File: config.mk
export PLATFORM = sky130hd
export DESIGN_NAME = mf3_jobq
export DESIGN_NICKNAME = d
export VERILOG_FILES = /design/src/sv/mf3_pkg.sv /design/src/sv/mf3_jobq.sv
export SDC_FILE = /design/constraint.sdc
export NUM_CORES = 1
export LEC_CHECK = 0
export BUFFER_PORTS_ARGS = -buffer_cell sky130_fd_sc_hd__clkbuf_2
export CORE_MARGIN = 2
export CORE_UTILIZATION = 55
export CTS_CLUSTER_DIAMETER = 100
export DETAILED_ROUTE_END_ITERATION = 7
export PLACE_DENSITY = 0.77
export SETUP_SLACK_MARGIN = 0.2
export SYNTH_ARGS = -nofsm -noshare
export SYNTH_HDL_FRONTEND = slang
export SYNTH_SLANG_ARGS = --single-unit
File: constraint.sdc
create_clock -name clk -period 2.77 [get_ports clk]
set_input_delay 0.4155 -clock clk [delete_from_list [all_inputs] [get_ports clk]]
set_output_delay 0.4155 -clock clk [all_outputs]
set_load 0.005 [all_outputs]
File: src/sv/mf3_pkg.sv
// Shared types, constants and helper functions of the 3x3 median filter.
package mf3_pkg;

	localparam int MAX_COLS   = 1024;
	localparam int COL_W      = $clog2(MAX_COLS);
	localparam int NCOL_W     = 11;
	localparam int ROW_W      = 16;
	localparam int PIX_W      = 16;
	localparam int CFG_IDX_W  = 1;
	localparam int CFG_DATA_W = 16;
	localparam int JOBQ_DEPTH = 4;
	localparam int JOBQ_PTR_W = $clog2(JOBQ_DEPTH);
	localparam int OUTQ_DEPTH = 8;
	localparam int OUTQ_PTR_W = $clog2(OUTQ_DEPTH);

	typedef enum logic {
		OP_PIXEL = 1'b0,
		OP_DRAIN = 1'b1
	} opcode_t;

	typedef enum logic [CFG_IDX_W-1:0] {
		REG_NUM_ROWS = 1'b0,
		REG_NUM_COLS = 1'b1
	} cfg_reg_t;

	// LOAD primes the column window, SHIFT brings a new right column,
	// REPL replicates the right border column.
	typedef enum logic [1:0] {
		JOB_LOAD  = 2'd0,
		JOB_SHIFT = 2'd1,
		JOB_REPL  = 2'd2
	} job_kind_t;

	typedef logic [1:0] slot_t;

	typedef struct packed {
		job_kind_t        kind;
		logic             last;
		logic [PIX_W-1:0] top;
		logic [PIX_W-1:0] mid;
		logic [PIX_W-1:0] bot;
	} job_t;

	typedef struct packed {
		logic [PIX_W-1:0] median;
		logic             last;
		logic [PIX_W-1:0] min_v;
		logic [PIX_W-1:0] max_v;
	} result_t;

	// Row number modulo 3: base-4 digits all weigh one modulo 3.
	function automatic slot_t mod3(input logic [ROW_W-1:0] v);
		logic [4:0] s;
		logic [2:0] t;
		logic [2:0] u;
		s = '0;
		for (int i = 0; i < ROW_W / 2; i++) begin
			s = s + 5'(v[2*i +: 2]);
		end
		t = 3'(s[1:0]) + 3'(s[3:2]) + 3'(s[4]);
		u = 3'(t[1:0]) + 3'(t[2]);
		return (u >= 3'd3) ? slot_t'(u - 3'd3) : slot_t'(u);
	endfunction

	function automatic slot_t slot_dec(input slot_t s);
		return (s == 2'd0) ? 2'd2 : slot_t'(s - 2'd1);
	endfunction

	// Compare-exchange: smaller value first.
	function automatic logic [2*PIX_W-1:0] ord(input logic [PIX_W-1:0] a,
		input logic [PIX_W-1:0] b);
		return (b < a) ? {b, a} : {a, b};
	endfunction

endpackage

File: src/sv/mf3_jobq.sv
// Short job queue between the front end and the median back end.
module mf3_jobq import mf3_pkg::*; (
	input  logic                clk,
	input  logic                arst_n,
	input  logic                push,
	input  job_t                din,
	input  logic                pop,
	output job_t                dout,
	output logic [JOBQ_PTR_W:0] count,
	output logic                empty
);

	job_t                  mem_q [JOBQ_DEPTH];
	logic [JOBQ_PTR_W-1:0] wp_q;
	logic [JOBQ_PTR_W-1:0] rp_q;
	logic [JOBQ_PTR_W:0]   cnt_q;

	assign count = cnt_q;
	assign empty = (cnt_q == '0);
	assign dout  = mem_q[rp_q];

	always_ff @(posedge clk or negedge arst_n) begin
		if (!arst_n) begin
			wp_q  <= '0;
			rp_q  <= '0;
			cnt_q <= '0;
		end else begin
			if (push) begin
				wp_q <= wp_q + JOBQ_PTR_W'(1);
			end
			if (pop) begin
				rp_q <= rp_q + JOBQ_PTR_W'(1);
			end
			if (push && !pop) begin
				cnt_q <= cnt_q + (JOBQ_PTR_W+1)'(1);
			end else if (pop && !push) begin
				cnt_q <= cnt_q - (JOBQ_PTR_W+1)'(1);
			end
		end
	end

	always_ff @(posedge clk) begin
		if (push) begin
			mem_q[wp_q] <= din;
		end
	end

endmodule

==> results.json <==
{
  "combinationalPowerShare": 0.272,
  "drtIter0Drc": 257,
  "dp_hpwl_um": 7887,
  "fmax_ghz": 0.4240,
  "p_leak_nw": 3.304,
  "critPathBufInv": 2,
  "critPathLaunchType": "flip-flop",
  "critPathKind": "reg -> out",
  "period_needed_ns": 2.359,
  "syn_nets": 361,
  "fin_setup_tns_ns": 0,
  "critPathArrivalTime_ns": 1.94,
  "final-hold-violation-count": 0,
  "synth.area.top_cells": "edfxtp_1, mux4_2, dfrtp_1",
  "synth_warnings": 0,
  "drive_above_1_share": 0.4621,
  "path_delay_family": "flip-flops",
  "p_seq_frac": 0.447,
  "yosysUniqueCellTypes": 19,
  "drcViolationCount": 0,
  "synth_area_um2": 7809,
  "path_clk_slew_ns": 0.06,
  "wl_per_cell_um": 20.78,
  "cts_tree": "yes",
  "grtUsageTotal": 0.1770,
  "synthXorXnorAreaFrac": 0.006730,
  "synth_simple_gate_area_frac": 0.005288,
  "critPathMaxFanout": 19,
  "synthAdderAreaFrac": 0.01058,
  "detail_route.vias_per_cell": 5.553,
  "synth_top_area_share": 0.7845,
  "antenna_found_initial": 1,
  "ys_seq_area_frac": 0.8069,
  "maxCapViolations": 0,
  "synth_compound_area_frac": 0.0006409,
  "syn2layout_area_growth_pct": 19.93,
  "grt_max_degree": 52,
  "dieArea_um2": 15170,
  "core-area_um2": 13880,
  "synthCells": 300,
  "finalSetupViolCount": 0,
  "drv_slew": 0,
  "worst-endpoint-required_ns": 2.35,
  "clkPwrFrac": 0.282,
  "switching_share": 0.2579,
  "p_switching_mw": 2.549,
  "status": "complete, no violations",
  "die_w_um": 123.2,
  "insertion_delay_ns": 0.48,
  "nets": 495,
  "p_int_mw": 7.335,
  "skew_ns": 0.01213,
  "routed_wl_um": 13070,
  "p_per_area_nw_per_um2": 1055,
  "worstPathCellList": "buf_4, mux4_2, clkbuf_2",
  "pin_count": 110,
  "relSlewSlack": 0.6154,
  "multi_input_area_um2": 1358,
  "synth.avg_cell_area_um2": 26.03,
  "layout.cells.most_common_list": "edfxtp_1, clkbuf_2, mux4_2, clkbuf_16, buf_12",
  "overflow": 0,
  "tightest_slew_ns": 0.5769,
  "power_mw": 9.884,
  "synth_top_area_cell": "edfxtp_1",
  "critPathMaxStageDelay_ns": 0.69,
  "min_path_type": "in -> reg",
  "gp_congestion": 0.6857,
  "vias": 3493,
  "endpoint_kind": "output pin",
  "numCtsBuffers": 21,
  "rows": 43,
  "die_h_um": 123.2,
  "cts_root_buf": "clkbuf_16",
  "slowest_stage": "dfrtp_2",
  "muxShareOfSynthArea": 0.1500,
  "start_util": 0.5626,
  "grt_pass1_vias": 3720,
  "buffer_ports.inserted": 109,
  "clock_path_buffers": 3,
  "ys_seq_elements": 211,
  "register_area_um2": 6306,
  "rsz0062_at_grt": "no",
  "ant_nets": 0,
  "htreeDepth": 1,
  "grt_pass1_wl_um": 19890,
  "fin_crit_sh": 0.8515,
  "synth_top_family_by_area": "multiplexers",
  "fill_cells": 911,
  "layout_commonest_cell": "edfxtp_1",
  "max-vdd-ir-drop_v": 0.0007728,
  "dr.pass1.iters": 6,
  "clock_sinks": 211
}
==> kinds of logic after synthesis <==
family / count (synthesis)
compound gates: 1
xor+xnor: 6
fa+ha+maj: 6
buf+inv: 16
flops: 211
mux: 52
simple gates: 8
==> metal layers <==
layer	share of wire	global-route usage	up-vias
met5	0	0	-
met4	0.019	0.05185	0
met3	0.068	0.03967	21
met2	0.52	0.3008	105
met1	0.39	0.2322	1810
li1	-	-	1557
==> worst register-to-register path, stage by stage, from the launching register on <==
cell and delay, ns:
dfrtp_1 0.40, inv_1 0.11, ha_1 0.14, and2_2 0.51, buf_4 0.41
==> final timing paths <==
kind	from	endpoint	slack (ns)	cells past startpoint
setup / recovery	rp_q[1]	dout[17]	0.41	3
hold / removal	din[12]	mem_q[3][12]	0.15	1
setup reg to reg	wp_q[1]	mem_q[1][41]	0.86	4
hold reg to reg	count[2]	count[2]	0.50	1
max in group asynchronous	arst_n	rp_q[0]	2.27	2
min in group asynchronous	arst_n	wp_q[0]	0.30	2
==> layout make-up <==
cell class                 count  area share
antenna                        1   0.0002672
multi-input combinational     73      0.1450
inverter                       4    0.001603
timing repair buffer         123     0.08176
sequential                   211      0.6733
clock buffer                  27     0.06065
clock inverter                10     0.01336
tap                          180     0.02405
==> flip-flops by register name (all words and copies together) (netlist names) <==
| name | flops |
|---|---|
| mem_q | 204 |
| count | 3 |
| rp_q | 2 |
| wp_q | 2 |
==> Yosys cell counts <==
| cell | count |
|---|---|
| nor3_1 | 1 |
| buf_12 | 5 |
| edfxtp_1 | 204 |
| mux4_2 | 48 |
| buf_2 | 5 |
| and2_1 | 4 |
| o21ai_0 | 1 |
| clkbuf_1 | 1 |
| inv_1 | 4 |
| buf_6 | 1 |
| xor2_1 | 4 |
| nand2_1 | 2 |
| ha_1 | 5 |
| mux4_1 | 3 |
| dfrtp_1 | 7 |
| xnor2_1 | 2 |
| mux2_2 | 1 |
| nor2_1 | 1 |
| fa_1 | 1 |
==> per-stage QoR <==
step | cell area, µm² | util | setup slack [ns] | std cells | hold slack (ns)
global route | 9363 | 0.6745 | 0.3240 | 628 | 0.1457
CTS | 9363 | 0.6745 | 0.3898 | 628 | 0.1340
finish | 9365 | 0.6747 | 0.4113 | 629 | 0.1502
detailed placement | 8592 | 0.6190 | 0.5153 | 586 | 0.2642
floorplan | 7809 | - | 0.5210 | 300 | 0.1199
global placement | 8592 | 0.6190 | 0.5170 | 586 | 0.2571
==> what timing repair did <==
action	in CTS	in global routing
resized for setup	0	0
endpoints found under the hold margin	7	0
hold buffers	1	0
setup endpoints to repair	50	0
buffers inserted	4	0
==> power by group through the flow <==
stage          clock network (mW)  logic [mW]  registers (mW)
2_1_floorplan                   0        1.76            4.37
3_3_place_gp                    0        2.42            4.61
3_5_place_dp                    0        2.46            4.64
4_1_cts                      2.83        2.77            4.43
5_1_grt                      2.95        2.93            4.47
6_report                     2.78        2.68            4.42
Power figures use the tool's default switching activity.
