File: src/sv/mf3_pkg.sv
// Shared types, constants and helper functions of the 3x3 median filter.
package mf3_pkg;

	localparam int MAX_COLS   = 1024;
	localparam int COL_W      = $clog2(MAX_COLS);
	localparam int NCOL_W     = 11;
	localparam int ROW_W      = 16;
	localparam int PIX_W      = 16;
	localparam int CFG_IDX_W  = 1;
	localparam int CFG_DATA_W = 16;
	localparam int JOBQ_DEPTH = 4;
	localparam int JOBQ_PTR_W = $clog2(JOBQ_DEPTH);
	localparam int OUTQ_DEPTH = 8;
	localparam int OUTQ_PTR_W = $clog2(OUTQ_DEPTH);

	typedef enum logic {
		OP_PIXEL = 1'b0,
		OP_DRAIN = 1'b1
	} opcode_t;

	typedef enum logic [CFG_IDX_W-1:0] {
		REG_NUM_ROWS = 1'b0,
		REG_NUM_COLS = 1'b1
	} cfg_reg_t;

	// LOAD primes the column window, SHIFT brings a new right column,
	// REPL replicates the right border column.
	typedef enum logic [1:0] {
		JOB_LOAD  = 2'd0,
		JOB_SHIFT = 2'd1,
		JOB_REPL  = 2'd2
	} job_kind_t;

	typedef logic [1:0] slot_t;

	typedef struct packed {
		job_kind_t        kind;
		logic             last;
		logic [PIX_W-1:0] top;
		logic [PIX_W-1:0] mid;
		logic [PIX_W-1:0] bot;
	} job_t;

	typedef struct packed {
		logic [PIX_W-1:0] median;
		logic             last;
		logic [PIX_W-1:0] min_v;
		logic [PIX_W-1:0] max_v;
	} result_t;

	// Row number modulo 3: base-4 digits all weigh one modulo 3.
	function automatic slot_t mod3(input logic [ROW_W-1:0] v);
		logic [4:0] s;
		logic [2:0] t;
		logic [2:0] u;
		s = '0;
		for (int i = 0; i < ROW_W / 2; i++) begin
			s = s + 5'(v[2*i +: 2]);
		end
		t = 3'(s[1:0]) + 3'(s[3:2]) + 3'(s[4]);
		u = 3'(t[1:0]) + 3'(t[2]);
		return (u >= 3'd3) ? slot_t'(u - 3'd3) : slot_t'(u);
	endfunction

	function automatic slot_t slot_dec(input slot_t s);
		return (s == 2'd0) ? 2'd2 : slot_t'(s - 2'd1);
	endfunction

	// Compare-exchange: smaller value first.
	function automatic logic [2*PIX_W-1:0] ord(input logic [PIX_W-1:0] a,
		input logic [PIX_W-1:0] b);
		return (b < a) ? {b, a} : {a, b};
	endfunction

endpackage

File: src/sv/mf3_back.sv
// Back end: column window, median network, running min/max, result queue.
module mf3_back import mf3_pkg::*; (
	input  logic    clk,
	input  logic    arst_n,
	input  logic    jq_empty,
	input  job_t    jq_dout,
	output logic    jq_pop,
	input  logic    pop,
	output logic    empty,
	output result_t res
);

	typedef struct packed {
		logic [PIX_W-1:0] top;
		logic [PIX_W-1:0] mid;
		logic [PIX_W-1:0] bot;
	} col_t;

	col_t                  pr2_q, pr1_q, fresh, right;
	logic                  go;
	logic                  room;
	logic [PIX_W-1:0]      win [9];
	logic [PIX_W-1:0]      sa [9];
	logic [PIX_W-1:0]      sb [9];
	logic                  v_s1, v_s2, v_s3;
	logic                  last_s1, last_s2, last_s3;
	logic [PIX_W-1:0]      win_s1 [9];
	logic [PIX_W-1:0]      p_s2 [9];
	logic [PIX_W-1:0]      med_s3;
	logic [PIX_W-1:0]      min_q, max_q, nmin, nmax;
	result_t               oq_q [OUTQ_DEPTH];
	logic [OUTQ_PTR_W-1:0] wp_q, rp_q;
	logic [OUTQ_PTR_W:0]   ocnt_q;
	logic                  opop;

	always_comb begin
		room = ((OUTQ_PTR_W+2)'(ocnt_q) + (OUTQ_PTR_W+2)'(v_s1)
			+ (OUTQ_PTR_W+2)'(v_s2) + (OUTQ_PTR_W+2)'(v_s3))
			< (OUTQ_PTR_W+2)'(OUTQ_DEPTH);
		go     = !jq_empty && room;
		jq_pop = go;
		fresh  = '{top: jq_dout.top, mid: jq_dout.mid, bot: jq_dout.bot};
		right  = (jq_dout.kind == JOB_REPL) ? pr1_q : fresh;
		win[0] = pr2_q.top; win[1] = pr1_q.top; win[2] = right.top;
		win[3] = pr2_q.mid; win[4] = pr1_q.mid; win[5] = right.mid;
		win[6] = pr2_q.bot; win[7] = pr1_q.bot; win[8] = right.bot;
	end

	// First half of the nine-input median network: sort each row.
	always_comb begin
		sa = win_s1;
		{sa[1], sa[2]} = ord(sa[1], sa[2]);
		{sa[4], sa[5]} = ord(sa[4], sa[5]);
		{sa[7], sa[8]} = ord(sa[7], sa[8]);
		{sa[0], sa[1]} = ord(sa[0], sa[1]);
		{sa[3], sa[4]} = ord(sa[3], sa[4]);
		{sa[6], sa[7]} = ord(sa[6], sa[7]);
		{sa[1], sa[2]} = ord(sa[1], sa[2]);
		{sa[4], sa[5]} = ord(sa[4], sa[5]);
		{sa[7], sa[8]} = ord(sa[7], sa[8]);
	end

	// Second half: prune to the middle element.
	always_comb begin
		sb = p_s2;
		{sb[0], sb[3]} = ord(sb[0], sb[3]);
		{sb[5], sb[8]} = ord(sb[5], sb[8]);
		{sb[4], sb[7]} = ord(sb[4], sb[7]);
		{sb[3], sb[6]} = ord(sb[3], sb[6]);
		{sb[1], sb[4]} = ord(sb[1], sb[4]);
		{sb[2], sb[5]} = ord(sb[2], sb[5]);
		{sb[4], sb[7]} = ord(sb[4], sb[7]);
		{sb[4], sb[2]} = ord(sb[4], sb[2]);
		{sb[6], sb[4]} = ord(sb[6], sb[4]);
		{sb[4], sb[2]} = ord(sb[4], sb[2]);
	end

	always_comb begin
		nmin  = (med_s3 < min_q) ? med_s3 : min_q;
		nmax  = (med_s3 > max_q) ? med_s3 : max_q;
		empty = (ocnt_q == '0);
		opop  = pop && !empty;
		res   = oq_q[rp_q];
	end

	always_ff @(posedge clk or negedge arst_n) begin
		if (!arst_n) begin
			v_s1   <= 1'b0;
			v_s2   <= 1'b0;
			v_s3   <= 1'b0;
			min_q  <= '1;
			max_q  <= '0;
			wp_q   <= '0;
			rp_q   <= '0;
			ocnt_q <= '0;
		end else begin
			v_s1 <= go && (jq_dout.kind != JOB_LOAD);
			v_s2 <= v_s1;
			v_s3 <= v_s2;
			if (v_s3) begin
				wp_q <= wp_q + OUTQ_PTR_W'(1);
				if (last_s3) begin
					// end of image: restart the running extremes
					min_q <= '1;
					max_q <= '0;
				end else begin
					min_q <= nmin;
					max_q <= nmax;
				end
			end
			if (opop) begin
				rp_q <= rp_q + OUTQ_PTR_W'(1);
			end
			if (v_s3 && !opop) begin
				ocnt_q <= ocnt_q + (OUTQ_PTR_W+1)'(1);
			end else if (opop && !v_s3) begin
				ocnt_q <= ocnt_q - (OUTQ_PTR_W+1)'(1);
			end
		end
	end

	always_ff @(posedge clk) begin
		if (go) begin
			case (jq_dout.kind)
				JOB_LOAD: begin
					pr2_q <= fresh;
					pr1_q <= fresh;
				end
				JOB_SHIFT: begin
					pr2_q <= pr1_q;
					pr1_q <= fresh;
				end
				default: begin
				end
			endcase
			win_s1  <= win;
			last_s1 <= jq_dout.last;
		end
		p_s2    <= sa;
		last_s2 <= last_s1;
		med_s3  <= sb[4];
		last_s3 <= last_s2;
		if (v_s3) begin
			oq_q[wp_q] <= '{median: med_s3, last: last_s3, min_v: nmin, max_v: nmax};
		end
	end

endmodule

File: config.mk
export PLATFORM = sky130hd
export DESIGN_NAME = mf3_back
export DESIGN_NICKNAME = d
export VERILOG_FILES = /design/src/sv/mf3_pkg.sv /design/src/sv/mf3_back.sv
export SDC_FILE = /design/constraint.sdc
export NUM_CORES = 2
export LEC_CHECK = 0
export BUFFER_PORTS_ARGS = -buffer_cell sky130_fd_sc_hd__buf_2
export CORE_ASPECT_RATIO = 2
export CORE_MARGIN = 1
export CORE_UTILIZATION = 60
export CTS_BUF_LIST = sky130_fd_sc_hd__clkbuf_8
export CTS_CLUSTER_SIZE = 12
export DETAILED_ROUTE_END_ITERATION = 10
export PLACE_DENSITY = 0.75
export SYNTH_ARGS = -nofsm -noshare
export SYNTH_HDL_FRONTEND = slang
export SYNTH_SLANG_ARGS = --single-unit
File: constraint.sdc
create_clock -name clk -period 17 [get_ports clk]
set_input_delay 3.4 -clock clk [delete_from_list [all_inputs] [get_ports clk]]
set_output_delay 3.4 -clock clk [all_outputs]
set_load 0.02 [all_outputs]
==> run summary <==
Clock tree
* clkbuf_8 — Root Buffer Master
* 840 — count of clock tree sinks
* done — clock tree from TritonCTS
* 0 — number of buffers inserted to repair setup after CTS
* 0 — hold_buf cts
* 0 — Post-CTS Resized
* 3 — maximum clock path buffer count
* 0.78 ns — Skew-Pair Late Insertion Delay
* 3 — Max H-tree Level
* 0.07 ns — CTS clock-pin slew for the worst setup and hold paths
* 109 — number of buffers added by the clock tree synthesis step

Timing
* 93.8% — share of the clock period used by the worst path after layout
* 15.95 ns — Tmin final
* 8.31% — relative slew slack
* 1.36 ns — Worst Max-Slew Pin Slew
* 0 — count of endpoints failing hold in the final timing report
* 0 — final count of negative-setup-slack endpoints
* 0 ns — setup TNS after final layout
* no — RSZ-0062 raised after global routing
* 62.7 MHz — max frequency
* 0.0364 ns — worst setup skew after layout
* 1.05 ns — worst path setup slack after routing
* 0 — max-slew violation count

Logic synthesis
* 5.36% — async set or reset register ratio after synthesis
* 55.9% — share of the yosys chip area belonging to registers
* 45.4% — proportion of netlist area held by the largest area contributor
* 0 — synth warn
* 13.0 sq um — Synth Area per Inst
* 0.0419 sq mm — Cell Area, Synth
* 633 — number of enable-type register cells in the synthesized netlist
* 840 — flip-flop and latch count after synthesis
* 3211 — count of mapped cells out of synthesis
* 93 — number of distinct library cells after synthesis
* edfxtp_1 — post-synthesis cell type with the largest combined area
* edfxtp_1 — most used flip-flop cell after synthesis
* 3587 — Syn Nets
* edfxtp_1 45%, ha_1 9.5%, dfxtp_1 7.7% — cell types occupying the most area after synthesis

Route
* 26100 — via count
* 1602 — DRC marker count from the first detailed-route iteration
* 7 — first-pass iteration count of the detailed router
* 6.00 — detailed-route vias per instance
* 0 — remaining design rule violation count
* 24.9 um — mean routed wirelength per cell
* 108 mm — routed wire length
* 0 — antenna-violating nets left

Setup path
* a2111oi_0 — cell with the biggest individual delay on the critical path
* 1.05 ns — worst setup slack for register-to-register paths
* 16.64 ns — arrival time reported for the critical path endpoint
* 58 — worst r2r path cells
* 35 — crit-path max FO
* 17.68 ns — worst endpoint required time
* register — critical path startpoint category
* med_s3[1]$_DFF_P_ — Reg-to-Reg End
* 0.81 ns — Crit path largest cell delay
* a21oi_1 — CP dominant cell by count
* reg2reg — start-to-end type of the worst setup path
* register — crit path capture type
* p_s2[75]$_DFF_P_ — timing startpoint of the critical path
* p_s2[75]$_DFF_P_ — startpoint of the lowest-slack register-to-register path

Die
* 0.0689 sq mm — CORE AREA
* 376 um — overall die height
* 189 um — die span in x
* 136 — std cell rows
* 60.8% — effective utilization at floorplan
* 106 — Ports
* 0.0709 sq mm — area of the die

Final layout
* 4977 — fill cell total of the finished layout
* 19.7% — share of final-layout standard cells stronger than drive strength 1
* 4351 — non-filler cells, final
* 0.0234 sq mm — flip-flop and latch area
* 3732 — final-stage net count
* 9.56% — layout overhead on the synthesized area
* 66.6% — fin util
* edfxtp_1 — most common library cell in the layout ignoring fill and taps
* 0.0171 sq mm — combined area of the multi-input logic cells
* 633 x edfxtp_1, 319 x ha_1, 305 x inv_1, 231 x nand2_1, 215 x mux2i_1 — commonest non-fill, non-tap cells in the layout

Global route
* 2 — number of antenna violations at the first check in global routing
* 0 — grt total ovfl
* 31.3% — global-route usage over all layers
* 131 — largest net degree at the start of global routing
* 162 mm — first-pass GRT wire length
* 27400 — via count of the first global-routing pass

Outcome
* finished, final reports clean — outcome

Place
* 82.2 mm — detailed-placement wirelength estimate
* 105 — number of port buffers
* 1.29 ns — pre-CTS WS
* 4142 — Inst Count DP
* 0.977 — final estimated routing congestion in global placement

Worst hold path
* last_s3$_DFF_P_ — Worst Hold Path EP
* reg2reg — Min-Delay Path Class
* 0 — Cells on Worst Hold Path
* last_s2$_DFF_P_ — source of the worst hold timing path

Run
* 0 — max-capacitance violation count

[sequential cells by signal, indices dropped and copies added (netlist names), 3 cells and up]
signal  cells
oq_q      392
p_s2      144
win_s1    144
pr1_q      48
pr2_q      48
max_q      16
med_s3     16
min_q      16
ocnt_q      4
rp_q        3
wp_q        3
[cell families (layout without fill, tap and decap cells)]
| kind of cell | Yosys count | after routing | synth area share (%) |
|---|---|---|---|
| compound gates | 588 | 588 | 8.81 |
| flops | 840 | 840 | 55.9 |
| fa+ha+maj | 327 | 327 | 9.77 |
| mux | 504 | 504 | 15.6 |
| xor+xnor | 8 | 8 | 0.167 |
| other cells | 0 | 4 | 0 |
| buf+inv | 400 | 639 | 3.72 |
| simple gates | 544 | 544 | 6.07 |
[final cells by class]
| class | count | area share [%] |
|---|---|---|
| tap | 897 | 2.45 |
| sequential | 840 | 51.0 |
| antenna | 4 | 0.0218 |
| timing repair buffer | 154 | 1.97 |
| multi-input combinational | 1971 | 37.3 |
| inverter | 280 | 2.30 |
| clock buffer | 118 | 3.54 |
| clock inverter | 87 | 1.38 |
[worst max path at each step]
stage / end / slack [ns] / cells after the start
2_1_floorplan: med_s3[10]$_DFF_P_ / 4.21 / 70
3_3_place_gp: med_s3[1]$_DFF_P_ / 1.62 / 58
3_5_place_dp: med_s3[1]$_DFF_P_ / 1.29 / 58
4_1_cts: med_s3[1]$_DFF_P_ / 1.26 / 58
5_1_grt: med_s3[1]$_DFF_P_ / 0.26 / 60
6_report: med_s3[1]$_DFF_P_ / 1.05 / 58
[metrics by stage]
step / area [sq um] / hold WS, ns
after floorplan: 41900 / 0.310
after global placement: 43600 / 0.310
after detailed placement: 43600 / 0.316
after CTS: 45900 / 0.332
after global routing: 45900 / 0.335
final: 45900 / 0.329
[synthesized netlist by cell type (6+ instances only)]
master and count:
nand3_1 13, a21oi_1 151, or4_1 6, nand2b_1 33, a2111oi_0 6, maj3_1 6, and4_1 8, nand4_1 41
a22o_1 16, nand2_1 231, ha_1 319, mux4_2 98, buf_2 13, a211oi_1 12, o21ai_1 11, dfrtp_1 29
buf_1 22, dfstp_2 16, a21o_1 65, mux2i_1 215, nor2b_1 29, o211ai_1 6, o21a_1 16, dfxtp_1 162
clkbuf_1 79, nor2_1 124, a31oi_1 6, inv_1 279, and3_1 9, o22a_1 16, or2_2 6, nor4_1 9
nor3_1 17, o21ai_0 210, edfxtp_1 633, mux2_2 185
[worst max-delay path, delay by kind of cell, from the launching register on]
kind | cells | cell delay (ns)
and+or+nand+nor | 12 | 2.96
AOI/OAI and AO/OA | 33 | 8.67
buffers and inverters | 4 | 0.69
DFF | 1 | 0.32
adders and majority gates | 6 | 1.95
muxes | 3 | 1.27
[layer usage]
metal	routed length, um	share of wire [%]	global-route usage, %
met5	0	0	0
met4	11700	11	30.8
met3	4030	3.7	3.89
met2	57700	53	57.5
met1	34800	32	29.1
Power is not shown: default switching activity piles up to over one toggle a cycle in this logic, so the estimate is an artifact.
